File: src/rtl/lcf_pkg.sv
`timescale 1ns / 1ps

package lcf_pkg;

    localparam int LED_COUNT  = 4;
    localparam int FADE_STEPS = 21;

    localparam int COLOR_W   = 24;
    localparam int CHAN_W    = 8;
    localparam int CHANNELS  = 3;
    localparam int CMD_W     = 3;
    localparam int LED_NUM_W = 2;
    localparam int LED_IDX_W = (LED_COUNT > 1) ? $clog2(LED_COUNT) : 1;
    localparam int STEP_W    = 5;

    // product of a signed channel difference and the step
    localparam int PROD_W = CHAN_W + 1 + STEP_W + 1;
    localparam int MAG_W  = PROD_W - 2;

    // floor(n / FADE_STEPS) as (n * RECIP) >> DIV_SHIFT, exact for n * FADE_STEPS < 2**DIV_SHIFT
    localparam int DIV_SHIFT = 18;
    localparam int RECIP_W   = DIV_SHIFT + 1;
    localparam logic [RECIP_W-1:0] RECIP =
        RECIP_W'(((1 << DIV_SHIFT) + FADE_STEPS - 1) / FADE_STEPS);

    localparam int OPQ_DEPTH   = 2;
    localparam int OPQ_PTR_W   = (OPQ_DEPTH > 1) ? $clog2(OPQ_DEPTH) : 1;
    localparam int OUTQ_DEPTH  = 4;
    localparam int OUTQ_PTR_W  = $clog2(OUTQ_DEPTH);
    localparam int OUTQ_CNT_W  = $clog2(OUTQ_DEPTH + 1);

    localparam logic [LED_IDX_W-1:0] LAST_LED = LED_IDX_W'(LED_COUNT - 1);
    localparam logic [STEP_W-1:0]    STEP_MAX = STEP_W'(FADE_STEPS);

    // input commands
    localparam logic [CMD_W-1:0] CMD_SET_ONE = 3'd0;
    localparam logic [CMD_W-1:0] CMD_SET_ALL = 3'd1;
    localparam logic [CMD_W-1:0] CMD_INSTANT = 3'd2;
    localparam logic [CMD_W-1:0] CMD_FADE    = 3'd3;
    localparam logic [CMD_W-1:0] CMD_TICK    = 3'd4;

    // decoded operations held in the op queue
    localparam int OP_W = 3;
    localparam logic [OP_W-1:0] OP_SET_ONE = 3'd0;
    localparam logic [OP_W-1:0] OP_SET_ALL = 3'd1;
    localparam logic [OP_W-1:0] OP_INSTANT = 3'd2;
    localparam logic [OP_W-1:0] OP_FADE    = 3'd3;
    localparam logic [OP_W-1:0] OP_TICK    = 3'd4;

    typedef logic [COLOR_W-1:0] color_t;

    typedef struct packed {
        logic [OP_W-1:0]      op;
        logic [LED_IDX_W-1:0] idx;
        color_t               color;
    } op_t;

    typedef struct packed {
        logic [LED_IDX_W-1:0] led;
        color_t               color;
        logic                 last;
    } res_t;

endpackage

File: src/rtl/lcf_front.sv
`timescale 1ns / 1ps

module lcf_front
    import lcf_pkg::*;
(
    input  logic                 clk,
    input  logic                 rst_n,
    input  logic                 push,
    output logic                 full,
    input  logic [CMD_W-1:0]     command,
    input  logic [LED_NUM_W-1:0] led_index,
    input  color_t               color_in,
    input  logic                 deq,
    output logic                 q_empty,
    output op_t                  q_head
);

    op_t                  mem_reg [OPQ_DEPTH];
    logic [OPQ_PTR_W-1:0] wr_ptr_reg, wr_ptr_next;
    logic [OPQ_PTR_W-1:0] rd_ptr_reg, rd_ptr_next;
    logic [OPQ_PTR_W:0]   count_reg, count_next;

    op_t  dec_op;
    logic dec_keep;
    logic do_wr;
    logic do_rd;

    // classify; unknown commands and out-of-range indexes are dropped here
    always_comb
    begin
        dec_op.idx   = LED_IDX_W'(led_index);
        dec_op.color = color_in;
        dec_op.op    = OP_SET_ONE;
        dec_keep     = 1'b1;
        case (command)
            CMD_SET_ONE:
            begin
                dec_op.op = OP_SET_ONE;
                dec_keep  = (int'(led_index) < LED_COUNT);
            end
            CMD_SET_ALL: dec_op.op = OP_SET_ALL;
            CMD_INSTANT: dec_op.op = OP_INSTANT;
            CMD_FADE:    dec_op.op = OP_FADE;
            CMD_TICK:    dec_op.op = OP_TICK;
            default:     dec_keep  = 1'b0;
        endcase
    end

    assign full    = (count_reg == (OPQ_PTR_W+1)'(OPQ_DEPTH));
    assign q_empty = (count_reg == '0);
    assign q_head  = mem_reg[rd_ptr_reg];

    assign do_wr = push && !full && dec_keep;
    assign do_rd = deq && !q_empty;

    always_comb
    begin
        wr_ptr_next = wr_ptr_reg;
        rd_ptr_next = rd_ptr_reg;
        count_next  = count_reg;
        if (do_wr)
        begin
            wr_ptr_next = (wr_ptr_reg == OPQ_PTR_W'(OPQ_DEPTH - 1)) ? '0 : wr_ptr_reg + 1'b1;
        end
        if (do_rd)
        begin
            rd_ptr_next = (rd_ptr_reg == OPQ_PTR_W'(OPQ_DEPTH - 1)) ? '0 : rd_ptr_reg + 1'b1;
        end
        if (do_wr && !do_rd)
        begin
            count_next = count_reg + 1'b1;
        end
        else if (do_rd && !do_wr)
        begin
            count_next = count_reg - 1'b1;
        end
    end

    always_ff @(posedge clk or negedge rst_n)
    begin
        if (!rst_n)
        begin
            wr_ptr_reg <= '0;
            rd_ptr_reg <= '0;
            count_reg  <= '0;
        end
        else
        begin
            wr_ptr_reg <= wr_ptr_next;
            rd_ptr_reg <= rd_ptr_next;
            count_reg  <= count_next;
        end
    end

    always_ff @(posedge clk)
    begin
        if (do_wr)
        begin
            mem_reg[wr_ptr_reg] <= dec_op;
        end
    end

endmodule

File: src/rtl/lcf_outq.sv
`timescale 1ns / 1ps

module lcf_outq
    import lcf_pkg::*;
(
    input  logic                  clk,
    input  logic                  rst_n,
    input  logic                  wr_en,
    input  res_t                  wr_word,
    input  logic                  pop,
    output logic                  empty,
    output res_t                  head,
    output logic [OUTQ_CNT_W-1:0] count
);

    res_t                  mem_reg [OUTQ_DEPTH];
    logic [OUTQ_PTR_W-1:0] wr_ptr_reg;
    logic [OUTQ_PTR_W-1:0] rd_ptr_reg;
    logic [OUTQ_CNT_W-1:0] count_reg, count_next;

    logic do_wr;
    logic do_rd;

    assign empty = (count_reg == '0);
    assign head  = mem_reg[rd_ptr_reg];
    assign count = count_reg;

    // writer only pushes against a free slot it has reserved
    assign do_wr = wr_en && (count_reg != OUTQ_CNT_W'(OUTQ_DEPTH));
    assign do_rd = pop && !empty;

    always_comb
    begin
        count_next = count_reg;
        if (do_wr && !do_rd)
        begin
            count_next = count_reg + 1'b1;
        end
        else if (do_rd && !do_wr)
        begin
            count_next = count_reg - 1'b1;
        end
    end

    always_ff @(posedge clk or negedge rst_n)
    begin
        if (!rst_n)
        begin
            wr_ptr_reg <= '0;
            rd_ptr_reg <= '0;
            count_reg  <= '0;
        end
        else
        begin
            if (do_wr)
            begin
                wr_ptr_reg <= wr_ptr_reg + 1'b1;
            end
            if (do_rd)
            begin
                rd_ptr_reg <= rd_ptr_reg + 1'b1;
            end
            count_reg <= count_next;
        end
    end

    always_ff @(posedge clk)
    begin
        if (do_wr)
        begin
            mem_reg[wr_ptr_reg] <= wr_word;
        end
    end

endmodule

File: src/rtl/lcf_back.sv
`timescale 1ns / 1ps

module lcf_back
    import lcf_pkg::*;
(
    input  logic                  clk,
    input  logic                  rst_n,
    input  logic                  q_empty,
    input  op_t                   q_head,
    output logic                  deq,
    output logic                  res_wr,
    output res_t                  res_word,
    input  logic [OUTQ_CNT_W-1:0] outq_count
);

    // colour stores
    color_t target_reg [LED_COUNT];
    color_t target_next [LED_COUNT];
    color_t shown_reg  [LED_COUNT];
    color_t shown_next [LED_COUNT];
    color_t start_reg  [LED_COUNT];
    color_t start_next [LED_COUNT];

    logic [STEP_W-1:0]    step_reg, step_next;
    logic                 pending_reg, pending_next;

    // LED sweep control
    logic                 run_reg, run_next;
    logic                 instant_reg, instant_next;
    logic                 restart_reg, restart_next;
    logic [LED_IDX_W-1:0] cnt_reg, cnt_next;
    logic [STEP_W-1:0]    run_step_reg, run_step_next;
    color_t               run_color_reg, run_color_next;

    // blend stage
    logic                       sb_valid_reg, sb_valid_next;
    logic                       sb_instant_reg, sb_instant_next;
    logic                       sb_last_reg, sb_last_next;
    logic [LED_IDX_W-1:0]       sb_idx_reg, sb_idx_next;
    color_t                     sb_color_reg, sb_color_next;
    logic signed [PROD_W-1:0]   sb_prod_reg [CHANNELS];
    logic signed [PROD_W-1:0]   sb_prod_next [CHANNELS];
    logic [CHAN_W-1:0]          sb_base_reg [CHANNELS];
    logic [CHAN_W-1:0]          sb_base_next [CHANNELS];

    logic                       issue;
    logic [STEP_W-1:0]          step_eff;
    color_t                     from_col;
    color_t                     to_col;
    color_t                     mixed;
    logic signed [CHAN_W:0]     diff;
    logic signed [STEP_W:0]     step_s;
    logic                       neg;
    logic [PROD_W-1:0]          mag_full;
    logic [MAG_W-1:0]           num;
    logic [MAG_W+RECIP_W-1:0]   quo_full;
    logic [CHAN_W-1:0]          quo;

    // stage B: divide by the fade length (floor) and add back the start colour
    always_comb
    begin
        mixed    = '0;
        neg      = 1'b0;
        mag_full = '0;
        num      = '0;
        quo_full = '0;
        quo      = '0;
        for (int c = 0; c < CHANNELS; c++)
        begin
            neg      = sb_prod_reg[c][PROD_W-1];
            mag_full = neg ? PROD_W'(-sb_prod_reg[c]) : PROD_W'(sb_prod_reg[c]);
            num      = mag_full[MAG_W-1:0] + (neg ? MAG_W'(FADE_STEPS - 1) : MAG_W'(0));
            quo_full = (MAG_W+RECIP_W)'(num) * (MAG_W+RECIP_W)'(RECIP);
            quo      = quo_full[DIV_SHIFT +: CHAN_W];
            mixed[c*CHAN_W +: CHAN_W] = neg ? (sb_base_reg[c] - quo) : (sb_base_reg[c] + quo);
        end
    end

    assign res_wr         = sb_valid_reg;
    assign res_word.led   = sb_idx_reg;
    assign res_word.color = sb_instant_reg ? sb_color_reg : mixed;
    assign res_word.last  = sb_last_reg;

    // a slot in the result queue is reserved for the word in stage B
    assign issue = run_reg &&
                   ((int'(outq_count) + int'(sb_valid_reg)) < OUTQ_DEPTH);

    always_comb
    begin
        target_next     = target_reg;
        shown_next      = shown_reg;
        start_next      = start_reg;
        step_next       = step_reg;
        pending_next    = pending_reg;
        run_next        = run_reg;
        instant_next    = instant_reg;
        restart_next    = restart_reg;
        cnt_next        = cnt_reg;
        run_step_next   = run_step_reg;
        run_color_next  = run_color_reg;
        sb_valid_next   = issue;
        sb_instant_next = sb_instant_reg;
        sb_last_next    = sb_last_reg;
        sb_idx_next     = sb_idx_reg;
        sb_color_next   = sb_color_reg;
        sb_prod_next    = sb_prod_reg;
        sb_base_next    = sb_base_reg;
        deq             = 1'b0;
        step_eff        = step_reg;
        from_col        = '0;
        to_col          = '0;
        diff            = '0;
        step_s          = '0;

        if (sb_valid_reg)
        begin
            shown_next[sb_idx_reg] = res_word.color;
        end

        // stage A: one LED per cycle while the result queue has a slot free
        if (issue)
        begin
            sb_idx_next     = cnt_reg;
            sb_last_next    = (cnt_reg == LAST_LED);
            sb_instant_next = instant_reg;
            sb_color_next   = run_color_reg;
            if (instant_reg)
            begin
                target_next[cnt_reg] = run_color_reg;
                shown_next[cnt_reg]  = run_color_reg;
                start_next[cnt_reg]  = run_color_reg;
            end
            else
            begin
                from_col = restart_reg ? shown_reg[cnt_reg] : start_reg[cnt_reg];
                to_col   = target_reg[cnt_reg];
                if (restart_reg)
                begin
                    start_next[cnt_reg] = shown_reg[cnt_reg];
                end
                step_s = $signed({1'b0, run_step_reg});
                for (int c = 0; c < CHANNELS; c++)
                begin
                    diff = $signed({1'b0, to_col[c*CHAN_W +: CHAN_W]})
                         - $signed({1'b0, from_col[c*CHAN_W +: CHAN_W]});
                    sb_prod_next[c] = diff * step_s;
                    sb_base_next[c] = from_col[c*CHAN_W +: CHAN_W];
                end
            end
            if (cnt_reg == LAST_LED)
            begin
                run_next = 1'b0;
                cnt_next = '0;
            end
            else
            begin
                cnt_next = cnt_reg + 1'b1;
            end
        end

        // next op starts once the previous sweep has fully drained
        if (!run_reg && !sb_valid_reg && !q_empty)
        begin
            deq = 1'b1;
            case (q_head.op)
                OP_SET_ONE:
                begin
                    target_next[q_head.idx] = q_head.color;
                end
                OP_SET_ALL:
                begin
                    for (int i = 0; i < LED_COUNT; i++)
                    begin
                        target_next[i] = q_head.color;
                    end
                end
                OP_INSTANT:
                begin
                    run_next       = 1'b1;
                    instant_next   = 1'b1;
                    cnt_next       = '0;
                    run_color_next = q_head.color;
                end
                OP_FADE:
                begin
                    pending_next = 1'b1;
                end
                OP_TICK:
                begin
                    step_eff     = pending_reg ? '0 : step_reg;
                    restart_next = pending_reg;
                    pending_next = 1'b0;
                    if (step_eff <= STEP_MAX)
                    begin
                        run_next      = 1'b1;
                        instant_next  = 1'b0;
                        cnt_next      = '0;
                        run_step_next = step_eff;
                        step_next     = step_eff + 1'b1;
                    end
                end
                default:
                begin
                end
            endcase
        end
    end

    always_ff @(posedge clk or negedge rst_n)
    begin
        if (!rst_n)
        begin
            for (int i = 0; i < LED_COUNT; i++)
            begin
                target_reg[i] <= '0;
                shown_reg[i]  <= '0;
                start_reg[i]  <= '0;
            end
            step_reg     <= STEP_MAX;
            pending_reg  <= 1'b0;
            run_reg      <= 1'b0;
            instant_reg  <= 1'b0;
            restart_reg  <= 1'b0;
            cnt_reg      <= '0;
            sb_valid_reg <= 1'b0;
        end
        else
        begin
            target_reg   <= target_next;
            shown_reg    <= shown_next;
            start_reg    <= start_next;
            step_reg     <= step_next;
            pending_reg  <= pending_next;
            run_reg      <= run_next;
            instant_reg  <= instant_next;
            restart_reg  <= restart_next;
            cnt_reg      <= cnt_next;
            sb_valid_reg <= sb_valid_next;
        end
    end

    always_ff @(posedge clk)
    begin
        run_step_reg   <= run_step_next;
        run_color_reg  <= run_color_next;
        sb_instant_reg <= sb_instant_next;
        sb_last_reg    <= sb_last_next;
        sb_idx_reg     <= sb_idx_next;
        sb_color_reg   <= sb_color_next;
        sb_prod_reg    <= sb_prod_next;
        sb_base_reg    <= sb_base_next;
    end

endmodule

File: src/rtl/led_color_fade_engine.sv
// LED colour fade engine: target, shown and start colours for a row of RGB LEDs.
// Input channel (queue style): present command, led_index and color_in with push;
// the word is taken on a clock edge with push high and full low. A two-word op
// queue sits behind the input, so commands are taken while a sweep is running.
// Result channel: while empty is low the oldest result word is on led_number,
// color_out and last_of_frame; pop takes it. An instant set, or a frame tick up to
// the fade length, gives one word per LED, LED 0 first, last_of_frame on the final
// one; an idle tick past the fade length and other commands give none.
// Execution: a tick or instant set holds the execution side for a start step, then
// passes each LED in turn through the multiply stage and the divide-and-add stage;
// the next command waits until the last LED has left the divide-and-add stage.
// Other commands only take the start step. The first result word goes through the
// op queue, the start step and the two blend stages before it enters the result queue.
// When the receiver stalls, the result queue fills, the sweep pauses, then the
// op queue fills and full rises; nothing is dropped.
// Reset clears all colours to black, parks the fade step at the fade length with
// no fade pending, and empties both queues.
`timescale 1ns / 1ps

module led_color_fade_engine
    import lcf_pkg::*;
(
    input  logic                 clk,
    input  logic                 rst_n,
    input  logic                 push,
    output logic                 full,
    input  logic [CMD_W-1:0]     command,
    input  logic [LED_NUM_W-1:0] led_index,
    input  logic [COLOR_W-1:0]   color_in,
    output logic                 empty,
    input  logic                 pop,
    output logic [LED_NUM_W-1:0] led_number,
    output logic [COLOR_W-1:0]   color_out,
    output logic                 last_of_frame
);

    logic                  q_empty;
    op_t                   q_head;
    logic                  deq;
    logic                  res_wr;
    res_t                  res_word;
    res_t                  head;
    logic [OUTQ_CNT_W-1:0] outq_count;

    lcf_front u_front
    (
        .clk       (clk),
        .rst_n     (rst_n),
        .push      (push),
        .full      (full),
        .command   (command),
        .led_index (led_index),
        .color_in  (color_in),
        .deq       (deq),
        .q_empty   (q_empty),
        .q_head    (q_head)
    );

    lcf_back u_back
    (
        .clk        (clk),
        .rst_n      (rst_n),
        .q_empty    (q_empty),
        .q_head     (q_head),
        .deq        (deq),
        .res_wr     (res_wr),
        .res_word   (res_word),
        .outq_count (outq_count)
    );

    lcf_outq u_outq
    (
        .clk     (clk),
        .rst_n   (rst_n),
        .wr_en   (res_wr),
        .wr_word (res_word),
        .pop     (pop),
        .empty   (empty),
        .head    (head),
        .count   (outq_count)
    );

    assign led_number    = LED_NUM_W'(head.led);
    assign color_out     = head.color;
    assign last_of_frame = head.last;

endmodule

File: config.mk
export PLATFORM = sky130hd
export DESIGN_NAME = led_color_fade_engine
export DESIGN_NICKNAME = d
export VERILOG_FILES = /design/src/rtl/lcf_pkg.sv /design/src/rtl/lcf_front.sv /design/src/rtl/lcf_outq.sv /design/src/rtl/lcf_back.sv /design/src/rtl/led_color_fade_engine.sv
export SDC_FILE = /design/constraint.sdc
export NUM_CORES = 2
export LEC_CHECK = 0
export BUFFER_PORTS_ARGS = -buffer_cell sky130_fd_sc_hd__buf_2
export CELL_PAD_IN_SITES_DETAIL_PLACEMENT = 1
export CELL_PAD_IN_SITES_GLOBAL_PLACEMENT = 2
export CORE_MARGIN = 2
export CORE_UTILIZATION = 27
export CTS_CLUSTER_DIAMETER = 80
export CTS_CLUSTER_SIZE = 30
export DETAILED_ROUTE_END_ITERATION = 6
export PLACE_DENSITY_LB_ADDON = 0.05
export SLEW_MARGIN = 20
export SYNTH_ARGS = -nofsm -noshare
export SYNTH_HDL_FRONTEND = slang
export SYNTH_SLANG_ARGS = --single-unit
File: constraint.sdc
create_clock -name clk -period 19 [get_ports clk]
set_clock_uncertainty 0.1 [all_clocks]
set_input_delay 3.8 -clock clk [delete_from_list [all_inputs] [get_ports clk]]
set_output_delay 3.8 -clock clk [all_outputs]
set_load 0.01 [all_outputs]
==> run_results.csv <==
group,metric,value,unit
outcome,status,"finished, final reports clean",
detailed_routing,wl_met2,63900,µm
detailed_routing,first_pass_iters,5,
worst_setup_path,cp-end-kind,"flop",
floorplanning,core_area,146000,µm²
worst_setup_path,slowest_delay,0.62,ns
timing,fmax,91.2,MHz
placement,dp_hpwl,94200,µm
clock_tree,clk_pin_slew,0.10,ns
floorplanning,die_area,150000,µm²
logic_synthesis,synth_edf_count,289,
placement,gp_congestion,0.795,
timing,finalSetupViolCount,0,
detailed_routing,drc,0,
layout,post-route-cell-area,44300,µm²
logic_synthesis,synth_area_per_cell,10.7,µm²
global_route,grt_pass1_vias,30800,
worst_setup_path,crit_arrival,11.23,ns
clock_tree,clk_latency,0.69,ns
clock_tree,root_buffer,"clkbuf_16",
detailed_routing,routed-wl-met3,3540,µm
worst_setup_path,ff2ff_path_depth,38,
logic_synthesis,ys_warn_count,0,
layout,syn_to_final_growth,11.7,%
global_route,grt_pass1_wl,199000,µm
layout,seqCellArea,16500,µm²
layout,nFillCells,16100,
worst_setup_path,cpMostUsedCell,"ha_1",
worst_setup_path,slowest_stage,"o41ai_1",
timing,setup-tns-final,0,ns
logic_synthesis,synth.mux.area_fraction,9.18,%
detailed_routing,top_layer_used,"met5",
logic_synthesis,synth-simple-area-share,10.9,%
worst_setup_path,critical_path_class,"flop to flop",
placement,dpl_cell_area,42300,µm²
logic_synthesis,ys_types,79,
timing,hold_violations,0,
detailed_routing,ant_nets,0,
global_route,grt_max_degree,146,
global_route,grt-ovfl-total,0,
placement,dp.cells,5562,
logic_synthesis,synth-compound-area-share,10.1,%
logic_synthesis,yosysSeqAreaShare,41.6,%
floorplanning,ios,62,
clock_tree,cts_tree,"done",
detailed_routing,drtIter0Drc,1064,
layout,nets,4229,
worst_hold_path,min_path_type,"flop to flop",
clock_tree,cts_resized,0,
worst_hold_path,hold_depth,2,
clock_tree,cts.path.max_buffers,3,
logic_synthesis,syn_nets,4218,
timing,post-route-period-util,57.7,%
global_route,grt_antenna_before_repair,3,
layout,utilization,30.4,%
worst_setup_path,worstPathRequired,19.26,ns
detailed_routing,wl,131000,µm
layout,layout_commonest_cell,"nand2_1",
layout,layout_common_cells,"nand2_1, ha_1, inv_1, dfrtp_1, edfxtp_1",
timing,period_needed,10.97,ns
logic_synthesis,synthArstFlopShare,51.8,%
logic_synthesis,syn-cell-area,39600,µm²
logic_synthesis,synth-xor-area-share,5.04,%
detailed_routing,via_per_inst,4.85,
clock_tree,post-cts-setup-buffers,0,
logic_synthesis,synth_top_family_by_area,"adder cells",
detailed_routing,met1_length,60000,µm
worst_setup_path,crit_path_max_fanout,9,
timing,report.final.slew_viol_count,0,
logic_synthesis,yosys_register_bits,600,
logic_synthesis,synthAdderAreaFrac,18.5,%
layout,largest_reg_flops,108,
worst_setup_path,startpoint_type,"flop",
placement,io_buffer_count,61,
timing,worstMarginPinSlew,1.14,ns
layout,drive_above_1_share,10.0,%
detailed_routing,vias,27400,
timing,rsz0062_at_grt,"no",
global_route,grtUsageTotal,17.5,%
layout,multi_input_comb_area,21400,µm²
detailed_routing,wire_per_inst,23.2,µm
logic_synthesis,synthFlopType,"dfrtp_1",
run,max_cap_viol_count,0,
clock_tree,holdBufCountCts,0,
floorplanning,initial_core_util,27.2,%
clock_tree,htree_levels,2,
clock_tree,cts_inserted_buffers,51,
worst_setup_path,cp.depth,38,
logic_synthesis,synth_cells,3687,
worst_setup_path,worst-path-buf-inv,7,
floorplanning,die_h,387,µm
worst_setup_path,crit_family,"adder cells",
floorplanning,die_w,387,µm
floorplanning,rows,140,
layout,fin_cells,5659,
timing,relSlewSlack,21.7,%
clock_tree,cts.sinks,600,
-- final timing paths --
| kind | startpoint | slack [ns] | end |
|---|---|---|---|
| hold reg to reg | u_back.start_reg[71] | 0.38 | u_back.start_reg[71] |
| min in group asynchronous | rst_n | 3.08 | u_back.start_reg[28] |
| setup reg to reg | u_back.sb_prod_reg[30] | 8.03 | u_outq.mem_reg[0][8] |
| hold / removal | u_back.start_reg[71] | 0.38 | u_back.start_reg[71] |
| max in group asynchronous | rst_n | 14.20 | u_back.start_reg[36] |
| setup / recovery | u_back.sb_prod_reg[30] | 8.03 | u_outq.mem_reg[0][8] |
-- worst register-to-register path: cells and delay by family, from the launching register on --
kind,cells,cell delay [ns]
adder cells (fa/ha/maj),10,3.47
AO/OA/AOI/OAI,10,2.83
XOR/XNOR,6,1.66
buffers and inverters,7,0.89
AND/OR/NAND/NOR,4,0.71
flip-flops,1,0.58
multiplexers,1,0.46
-- cell type report --
class / instances / area share, %
tap: 1917 / 5.42
timing repair buffer: 118 / 1.71
inverter: 338 / 2.87
antenna: 1 / 0.00565
clock inverter: 42 / 1.44
clock buffer: 54 / 3.05
multi-input combinational: 2589 / 48.3
sequential: 600 / 37.2
-- metrics by stage --
stage	worst slack [ns]	hold WS [ns]
6_report	8.03	0.383
3_5_place_dp	7.90	0.368
5_1_grt	7.37	0.404
3_3_place_gp	8.00	0.356
2_1_floorplan	10.03	0.323
4_1_cts	7.92	0.385
-- cell families (layout without fill, tap and decap cells) --
kind of cell / count (synthesis) / after routing
compound gates: 678 / 678
xor+xnor: 225 / 225
fa+ha+maj: 498 / 498
buf+inv: 498 / 552
flops: 600 / 600
mux: 238 / 238
other cells: 0 / 1
simple gates: 950 / 950
-- Yosys cell counts, types with 10 or more instances --
master / n / area (µm²)
fa_1: 144 / 2880
mux2_2: 12 / 135
o31ai_1: 16 / 120
o21a_1: 15 / 113
a21o_1: 32 / 240
xnor2_1: 150 / 1310
buf_1: 33 / 124
o41ai_1: 10 / 87.6
a31oi_1: 89 / 557
nand2_1: 425 / 1600
nor2b_1: 61 / 382
dfrtp_1: 308 / 7710
or3_1: 11 / 68.8
inv_1: 337 / 1260
and3_1: 10 / 62.6
clkbuf_1: 123 / 462
mux2i_1: 127 / 1270
nor3_1: 28 / 140
and2_1: 79 / 494
a21oi_1: 175 / 876
xor2_1: 73 / 639
edfxtp_1: 289 / 8680
nand3_1: 30 / 150
ha_1: 354 / 4430
nand2b_1: 24 / 150
a211oi_1: 10 / 75.1
o21ai_0: 254 / 1270
mux4_2: 99 / 2230
nor2_1: 226 / 848
o21bai_1: 23 / 173
-- layer usage --
metal,up-vias,global-route usage (%)
li1,12900,-
met1,14200,23.2
met3,133,2.13
met2,262,30.1
met5,-,0
met4,2,4.91
Power is not shown: default switching activity piles up to over one toggle a cycle in this logic, so the estimate is an artifact.
